[config.mk]
export PLATFORM = sky130hd
export DESIGN_NAME = glyph_blitter_5x7_rotated_panel
export DESIGN_NICKNAME = d
export VERILOG_FILES = /design/src/hdl/gbr_pkg.sv /design/src/hdl/glyph_blitter_5x7_rotated_panel.sv /design/src/hdl/gbr_ctrl.sv /design/src/hdl/gbr_dp.sv
export SDC_FILE = /design/constraint.sdc
export NUM_CORES = 1
export LEC_CHECK = 0
export CORE_AREA = 2 2 61 92
export CTS_BUF_LIST = sky130_fd_sc_hd__clkbuf_2 sky130_fd_sc_hd__clkbuf_4 sky130_fd_sc_hd__clkbuf_8
export DETAILED_ROUTE_END_ITERATION = 8
export DIE_AREA = 0 0 63 94
export DONT_BUFFER_PORTS = 1
export PLACE_DENSITY = 0.71
export SLEW_MARGIN = 20
export SYNTH_ARGS = -nofsm -noshare
export SYNTH_HDL_FRONTEND = slang
export SYNTH_HIERARCHICAL = 1
export SYNTH_SLANG_ARGS = --single-unit
[constraint.sdc]
create_clock -name clk -period 2.95 [get_ports clk]
set_input_delay 0.1475 -clock clk [delete_from_list [all_inputs] [get_ports clk]]
set_output_delay 0.1475 -clock clk [all_outputs]
set_load 0.01 [all_outputs]
[src/hdl/gbr_pkg.sv]
// Shared types, constants and the 5x7 glyph table for the glyph blitter.
// Depends on nothing; every other file of the block uses it.
package gbr_pkg;

  localparam int VIEW_WIDTH_DEF  = 64;
  localparam int VIEW_HEIGHT_DEF = 128;

  localparam int GLYPH_ROWS = 7;
  localparam int GLYPH_COLS = 5;

  localparam logic [2:0] LAST_ROW = 3'(GLYPH_ROWS - 1);
  localparam logic [2:0] LAST_COL = 3'(GLYPH_COLS - 1);
  localparam logic [5:0] PANEL_LAST_X = 6'd63;

  localparam logic [7:0] CHAR_SPACE = 8'h20;
  localparam logic [7:0] CHAR_A     = 8'h41;
  localparam logic [7:0] CHAR_E     = 8'h45;
  localparam logic [7:0] CHAR_L     = 8'h4C;
  localparam logic [7:0] CHAR_M     = 8'h4D;
  localparam logic [7:0] CHAR_O     = 8'h4F;
  localparam logic [7:0] CHAR_P     = 8'h50;
  localparam logic [7:0] CHAR_R     = 8'h52;
  localparam logic [7:0] CHAR_T     = 8'h54;
  localparam logic [7:0] CHAR_U     = 8'h55;

  typedef enum logic [1:0] {
    ST_IDLE,
    ST_SCAN,
    ST_FLUSH
  } gbr_state_t;

  typedef struct packed {
    logic load;
    logic step;
    logic flush;
  } gbr_cmd_t;

  typedef struct packed {
    logic scan_end;
  } gbr_stat_t;

  typedef logic [4:0] font_rows_t [GLYPH_ROWS];

  localparam font_rows_t FONT_A = '{5'h0E, 5'h11, 5'h11, 5'h1F, 5'h11, 5'h11, 5'h11};
  localparam font_rows_t FONT_E = '{5'h1F, 5'h10, 5'h10, 5'h1E, 5'h10, 5'h10, 5'h1F};
  localparam font_rows_t FONT_L = '{5'h10, 5'h10, 5'h10, 5'h10, 5'h10, 5'h10, 5'h1F};
  localparam font_rows_t FONT_M = '{5'h11, 5'h1B, 5'h15, 5'h15, 5'h11, 5'h11, 5'h11};
  localparam font_rows_t FONT_O = '{5'h0E, 5'h11, 5'h11, 5'h11, 5'h11, 5'h11, 5'h0E};
  localparam font_rows_t FONT_P = '{5'h1E, 5'h11, 5'h11, 5'h1E, 5'h10, 5'h10, 5'h10};
  localparam font_rows_t FONT_R = '{5'h1E, 5'h11, 5'h11, 5'h1E, 5'h14, 5'h12, 5'h11};
  localparam font_rows_t FONT_T = '{5'h1F, 5'h04, 5'h04, 5'h04, 5'h04, 5'h04, 5'h04};
  localparam font_rows_t FONT_U = '{5'h11, 5'h11, 5'h11, 5'h11, 5'h11, 5'h11, 5'h0E};

  // Row pattern of a character; bit 4 is the leftmost column.
  function automatic logic [4:0] glyph_bits(input logic [7:0] code, input logic [2:0] row);
    logic [4:0] bits;
    if (row > LAST_ROW) begin
      bits = 5'h00;
    end else begin
      case (code)
        CHAR_A:     bits = FONT_A[row];
        CHAR_E:     bits = FONT_E[row];
        CHAR_L:     bits = FONT_L[row];
        CHAR_M:     bits = FONT_M[row];
        CHAR_O:     bits = FONT_O[row];
        CHAR_P:     bits = FONT_P[row];
        CHAR_R:     bits = FONT_R[row];
        CHAR_T:     bits = FONT_T[row];
        CHAR_U:     bits = FONT_U[row];
        CHAR_SPACE: bits = 5'h00;
        default:    bits = 5'h1F;
      endcase
    end
    return bits;
  endfunction

endpackage

[src/hdl/glyph_blitter_5x7_rotated_panel.sv]
// Top level of the 5x7 glyph blitter for a rotated panel.
// Depends on gbr_pkg, gbr_ctrl and gbr_dp.
//
// A beat is accepted when start is high while busy is low. The block then
// scans the glyph one pixel position per cycle, 7 rows by 5 columns, and a
// final flush step releases the held last write. Busy stays high through the
// scan and the flush, so a new character is taken only after the last
// one is done and the block is idle again. Each lit pixel in view
// gives one write beat on the out_ ports, marked by out_strobe for one cycle;
// the receiver cannot stall and must take every beat. The last beat of a
// character carries out_last_write; a character with nothing lit in view
// gives no beats. Write beats trail the scan by one lit pixel.
module glyph_blitter_5x7_rotated_panel #(
  parameter int VIEW_WIDTH  = gbr_pkg::VIEW_WIDTH_DEF,
  parameter int VIEW_HEIGHT = gbr_pkg::VIEW_HEIGHT_DEF
) (
  input  logic        clk,
  input  logic        rst_n,
  input  logic        start,
  output logic        busy,
  input  logic [5:0]  in_origin_x,
  input  logic [6:0]  in_origin_y,
  input  logic [7:0]  in_char_code,
  input  logic [7:0]  in_pixel_color,
  output logic        out_strobe,
  output logic [12:0] out_write_addr,
  output logic [7:0]  out_write_data,
  output logic        out_last_write
);

  gbr_pkg::gbr_cmd_t  cmd;
  gbr_pkg::gbr_stat_t stat;

  gbr_ctrl u_ctrl (
    .clk   (clk),
    .rst_n (rst_n),
    .start (start),
    .busy  (busy),
    .stat  (stat),
    .cmd   (cmd)
  );

  gbr_dp #(
    .VIEW_WIDTH  (VIEW_WIDTH),
    .VIEW_HEIGHT (VIEW_HEIGHT)
  ) u_dp (
    .clk            (clk),
    .rst_n          (rst_n),
    .cmd            (cmd),
    .stat           (stat),
    .in_origin_x    (in_origin_x),
    .in_origin_y    (in_origin_y),
    .in_char_code   (in_char_code),
    .in_pixel_color (in_pixel_color),
    .out_strobe     (out_strobe),
    .out_write_addr (out_write_addr),
    .out_write_data (out_write_data),
    .out_last_write (out_last_write)
  );

endmodule

[src/hdl/gbr_ctrl.sv]
// Controller state machine of the glyph blitter: load, scan and flush sequencing.
// Depends on gbr_pkg.
module gbr_ctrl (
  input  logic              clk,
  input  logic              rst_n,
  input  logic              start,
  output logic              busy,
  input  gbr_pkg::gbr_stat_t stat,
  output gbr_pkg::gbr_cmd_t  cmd
);

  gbr_pkg::gbr_state_t state_r, state_nxt;

  always_ff @(posedge clk) begin
    if (!rst_n) begin
      state_r <= gbr_pkg::ST_IDLE;
    end else begin
      state_r <= state_nxt;
    end
  end

  always_comb begin
    state_nxt = state_r;
    cmd       = '0;
    busy      = 1'b1;
    case (state_r)
      gbr_pkg::ST_IDLE: begin
        busy = 1'b0;
        if (start) begin
          cmd.load  = 1'b1;
          state_nxt = gbr_pkg::ST_SCAN;
        end
      end
      gbr_pkg::ST_SCAN: begin
        cmd.step = 1'b1;
        if (stat.scan_end) begin
          state_nxt = gbr_pkg::ST_FLUSH;
        end
      end
      gbr_pkg::ST_FLUSH: begin
        cmd.flush = 1'b1;
        state_nxt = gbr_pkg::ST_IDLE;
      end
      default: begin
        state_nxt = gbr_pkg::ST_IDLE;
      end
    endcase
  end

endmodule

[src/hdl/gbr_dp.sv]
// Datapath of the glyph blitter: scan counters, glyph lookup, view clipping,
// one-deep hold of the latest write and the output registers. Depends on gbr_pkg.
module gbr_dp #(
  parameter int VIEW_WIDTH  = gbr_pkg::VIEW_WIDTH_DEF,
  parameter int VIEW_HEIGHT = gbr_pkg::VIEW_HEIGHT_DEF
) (
  input  logic               clk,
  input  logic               rst_n,
  input  gbr_pkg::gbr_cmd_t  cmd,
  output gbr_pkg::gbr_stat_t stat,
  input  logic [5:0]         in_origin_x,
  input  logic [6:0]         in_origin_y,
  input  logic [7:0]         in_char_code,
  input  logic [7:0]         in_pixel_color,
  output logic               out_strobe,
  output logic [12:0]        out_write_addr,
  output logic [7:0]         out_write_data,
  output logic               out_last_write
);

  logic [5:0]  ox_r;
  logic [6:0]  oy_r;
  logic [7:0]  code_r;
  logic [7:0]  color_r;
  logic [2:0]  row_r, row_nxt;
  logic [2:0]  col_r, col_nxt;
  logic        pend_valid_r;
  logic [12:0] pend_addr_r;
  logic        out_strobe_r;
  logic [12:0] out_addr_r;
  logic [7:0]  out_data_r;
  logic        out_last_r;

  logic [4:0]  bits;
  logic        lit;
  logic [6:0]  x;
  logic [7:0]  y;
  logic        hit;
  logic [12:0] addr;

  always_comb begin
    bits = gbr_pkg::glyph_bits(code_r, row_r);
    lit  = bits[3'(gbr_pkg::LAST_COL - col_r)];
    x    = {1'b0, ox_r} + {4'd0, col_r};
    y    = {1'b0, oy_r} + {5'd0, row_r};
    hit  = lit && (x < 7'(VIEW_WIDTH)) && (y < 8'(VIEW_HEIGHT));
    addr = {gbr_pkg::PANEL_LAST_X - x[5:0], y[6:0]};
    stat.scan_end = (row_r == gbr_pkg::LAST_ROW) && (col_r == gbr_pkg::LAST_COL);
    row_nxt = row_r;
    col_nxt = col_r + 3'd1;
    if (col_r == gbr_pkg::LAST_COL) begin
      col_nxt = 3'd0;
      row_nxt = row_r + 3'd1;
    end
  end

  always_ff @(posedge clk) begin
    if (cmd.load) begin
      ox_r    <= in_origin_x;
      oy_r    <= in_origin_y;
      code_r  <= in_char_code;
      color_r <= in_pixel_color;
    end
    if (cmd.step && hit) begin
      pend_addr_r <= addr;
    end
    out_data_r <= color_r;
    if (cmd.flush) begin
      out_addr_r <= pend_addr_r;
      out_last_r <= 1'b1;
    end else begin
      out_addr_r <= pend_addr_r;
      out_last_r <= 1'b0;
    end
  end

  always_ff @(posedge clk) begin
    if (!rst_n) begin
      row_r        <= 3'd0;
      col_r        <= 3'd0;
      pend_valid_r <= 1'b0;
      out_strobe_r <= 1'b0;
    end else begin
      out_strobe_r <= 1'b0;
      if (cmd.load) begin
        row_r        <= 3'd0;
        col_r        <= 3'd0;
        pend_valid_r <= 1'b0;
      end else if (cmd.step) begin
        row_r <= row_nxt;
        col_r <= col_nxt;
        if (hit) begin
          out_strobe_r <= pend_valid_r;
          pend_valid_r <= 1'b1;
        end
      end else if (cmd.flush) begin
        out_strobe_r <= pend_valid_r;
        pend_valid_r <= 1'b0;
      end
    end
  end

  assign out_strobe     = out_strobe_r;
  assign out_write_addr = out_addr_r;
  assign out_write_data = out_data_r;
  assign out_last_write = out_last_r;

  a_last_clears_hold: assert property (@(posedge clk) disable iff (!rst_n)
    (out_strobe_r && out_last_r) |-> !pend_valid_r)
    else $error("final write left a pending write behind");

  a_load_resets_scan: assert property (@(posedge clk) disable iff (!rst_n)
    cmd.load |=> (row_r == 3'd0 && col_r == 3'd0 && !pend_valid_r))
    else $error("scan did not restart on load");

  a_strobe_source: assert property (@(posedge clk) disable iff (!rst_n)
    out_strobe_r |-> $past(cmd.step || cmd.flush))
    else $error("write strobe without a scan or flush step");

  a_no_double_cmd: assert property (@(posedge clk) disable iff (!rst_n)
    $countones({cmd.load, cmd.step, cmd.flush}) <= 1)
    else $error("more than one datapath command at once");

endmodule
==> impl_results.md <==
- Final setup margin: between 200 and 300 ps
- CP Cell Sequence: inv_1, ha_1, nor2_1, a2bb2oi_1, o31ai_1, or4_1, a32oi_4, clkinvlp_4, buf_4
- Crit Path Category: flop to flop
- Clk pin slew, worst setup/hold paths: 70 ps
- Layout cells sized above 1: 12.1%
- Sequential element share of the synthesized area: 63.0%
- CTS root buffer: clkbuf_8
- Top cells by area, synth: edfxtp_1 42%, dfxtp_1 21%, ha_1 5.4%, xnor2_1 2.6%, nor2_1 2.0%
- Final HPWL from detailed placement: between 3 and 4 mm
- Element type at the critical path end: flop
- Data arrival, critical path: 2780 ps
- Final GP Congestion: 0.891
- Num CTS Buffers: 9
- Area growth from synthesis to layout: 19.3%
- WHS Path Cells: 2
- DRC: 0
- Post-synth top cells: 42 x edfxtp_1, 32 x dfxtp_1, 16 x nor2_1
- Largest net degree at the start of global routing: 31
- DR vias: 1,922
- Reg2reg setup slack: 260 ps
- Starting Density: 59.4%
- Setup TNS: 0 ps
- Clock Latency Late Sink: 340 ps
- CP startpoint kind: flop
- First-pass DRT Iterations: 4
- Antenna Cells: 0
- Die ar.: 5920 um^2
- Reg2reg path depth: 9
- Reg2Reg Launch Point: u_dp/row_r[1]$_SDFFE_PP0P_
- Unique cell type count in the Yosys netlist: 54
- Pre-CTS WS: between 200 and 250 ps
- Gr ovfl total: 0
- Clk sinks: 74
- Iter 0 DRT Violations: around 130
- Status: finished, final reports clean
- HP Start: start
- WL per Instance: 15.2 um
- Pwr/cell area: 551 nW/um^2
- Post-synth EDFFs: 42
- Top-Level Pins: 56
- #FFs+latches synth: 74
- Fin. Hold Viols: 0
- Most used DFF post-synth: edfxtp_1
- H-tree depth: 3
- Row Count: 32
- Final nets: 323
- Input/output buffers: 0
- Crit-path max FO: 13
- FF-to-FF End: u_dp/pend_addr_r[10]$_DFFE_PP_
- CP required: approximately 3000 ps
- Max-Cap Viols: 0
- Die width: 63 um
- Avg Cell Area, Syn: 12.9 um^2
- First-pass GRT wire length: 8.63 mm
- Synth warn: 6
- Max Root-Sink Buffers: 2
- Unrepaired setup endpoints after global routing: false
- Max-slew violations: 0
- Setup Skew: 6.48 ps
- Vias in the first global route: 1,952
- Relative slew slack: between 60% and 70%
- CTS tree: built
- Hold Path Class: input pin to flop
- Max Clk Rate: 0.371 GHz
- Worst Tran Pin Value: 536 ps
- Cell leakage power: 1.32 nW
- Die height: 94 um
- Post-synth top area share: between 40% and 50%
- Mapped Nets: roughly 280
- Core area: between 5000 and 6000 um^2
- Synthesized cell area: 3020 um^2
- CP max-delay cell: or4_1
- Ys async rst share: 0%
- Post-synth top area cell: edfxtp_1
- Final setup vio count: 0
- Peak VDD IR: 0.000387 V
- Vias/cell: 5.51
- Global router's overall resource usage: 19.7%
- Initial antenna violation count: 0
- Synth Instances: 234
- Most frequent cell after synthesis: edfxtp_1
- Period utilization: between 90% and 100%
- Routed Antenna Nets: 0
- CP peak stage delay: 590 ps
- Hold EP: u_ctrl/state_r[0]$_SDFFE_PN0P_
- Final min period: ~2700 ps
- Total routed wirelength: ~5.3 mm
==> power breakdown <==
part	switching (mW)	total, mW	internal, mW	leakage [nW]
clock	0.354	0.655	0.301	0.0868
sequential	0.0406	1.20	1.16	0.665
combinational	0.0648	0.132	0.0670	0.570
==> sequential cells by signal, indices dropped and copies added (netlist names) <==
name and flops:
u_dp/out_write_addr 13, u_dp/pend_addr_r 13, u_dp/code_r 8, u_dp/color_r 8, u_dp/out_write_data 8, u_dp/oy_r 7
u_dp/ox_r 6, u_dp/col_r 3, u_dp/row_r 3, u_ctrl/state_r 2, u_dp/out_last_write 1, u_dp/out_strobe 1
u_dp/pend_valid_r 1
==> worst max-delay path, delay by kind of cell, from the launching register on <==
| family | cells | cell delay (ps) |
|---|---|---|
| AND/OR/NAND/NOR | 2 | 700 |
| AO/OA/AOI/OAI | 3 | 680 |
| buffers and inverters | 3 | 440 |
| flip-flops | 1 | 400 |
| adder cells (fa/ha/maj) | 1 | 240 |
==> through the flow <==
stage / cells / instance area (um^2) / util [%] / hold WS [ps] / power, mW
detailed placement: 302 / 3110 / 61.1 / 246 / 1.31
floorplan: 234 / 3020 / - / 246 / 1.29
finish: 349 / 3600 / 70.8 / 22.2 / 1.98
global placement: 302 / 3110 / 61.1 / 246 / 1.31
global route: 349 / 3600 / 70.8 / 6.81 / 2.06
CTS: 348 / 3580 / 70.3 / 1.68 / 2.00
==> layout make-up <==
cell class	count	area (um^2)
Multi-Input combinational cell	140	1040
Clock inverter	7	43.8
Fill cell	356	1490
Timing Repair Buffer	36	345
Sequential cell	74	1900
Clock buffer	9	124
Tap cell	68	85.1
Inverter	15	60.1
==> worst max path at each step <==
stage | from | to | slack [ps] | cells after the start
2_1_floorplan | u_dp/code_r[5]$_DFFE_PP_ | u_dp/pend_addr_r[0]$_DFFE_PP_ | 470 | 7
3_3_place_gp | u_dp/code_r[0]$_DFFE_PP_ | u_dp/pend_addr_r[5]$_DFFE_PP_ | 260 | 8
3_5_place_dp | u_dp/row_r[1]$_SDFFE_PP0P_ | u_dp/pend_addr_r[4]$_DFFE_PP_ | 210 | 8
4_1_cts | u_dp/row_r[1]$_SDFFE_PP0P_ | u_dp/pend_addr_r[10]$_DFFE_PP_ | 200 | 8
5_1_grt | u_dp/row_r[1]$_SDFFE_PP0P_ | u_dp/pend_addr_r[10]$_DFFE_PP_ | 70 | 9
6_report | u_dp/row_r[1]$_SDFFE_PP0P_ | u_dp/pend_addr_r[10]$_DFFE_PP_ | 260 | 9
==> what timing repair did <==
| action | CTS | global route |
|---|---|---|
| gates resized for setup | 0 | 3 |
| endpoints found under the setup margin | 0 | 13 |
| buffers inserted | 0 | 1 |
| endpoints found under the hold margin | 31 | 0 |
| hold buffers | 30 | 0 |
==> layout by cell type, fill, tap and decap left out, types with 3 or more instances in the layout <==
cell | netlist | final
edfxtp_1 | 42 | 42
dfxtp_1 | 32 | 31
dlygate4sd3_1 | 0 | 30
nor2_1 | 16 | 16
inv_1 | 15 | 14
ha_1 | 13 | 13
nand2_1 | 11 | 11
clkbuf_8 | 0 | 9
xnor2_1 | 9 | 9
a21oi_1 | 9 | 9
nor2b_1 | 6 | 6
nor3_1 | 6 | 6
nand3_1 | 6 | 6
buf_4 | 1 | 6
o21ai_0 | 5 | 5
nand3b_1 | 4 | 4
nand4_1 | 4 | 4
nor4b_1 | 4 | 4
clkinv_2 | 0 | 3
xor2_1 | 3 | 3
a21o_1 | 3 | 3
or3_1 | 3 | 3
==> layer usage <==
metal	GRT usage (%)	up-vias	part of all wire (%)
met5	0	-	0
met4	13.7	0	3.1
met3	5.04	17	5.4
met2	35.0	78	54
met1	19.9	895	37
li1	-	932	-
==> kinds of logic after synthesis <==
group | count (synthesis) | synth area share [%]
AO/OA/AOI/OAI | 33 | 7.75
multiplexers | 1 | 0.332
flip-flops | 74 | 63.0
buffers and inverters | 20 | 2.94
AND/OR/NAND/NOR | 79 | 15.8
adder cells (fa/ha/maj) | 15 | 6.72
XOR/XNOR | 12 | 3.48
(Power assumes the default switching activity.)
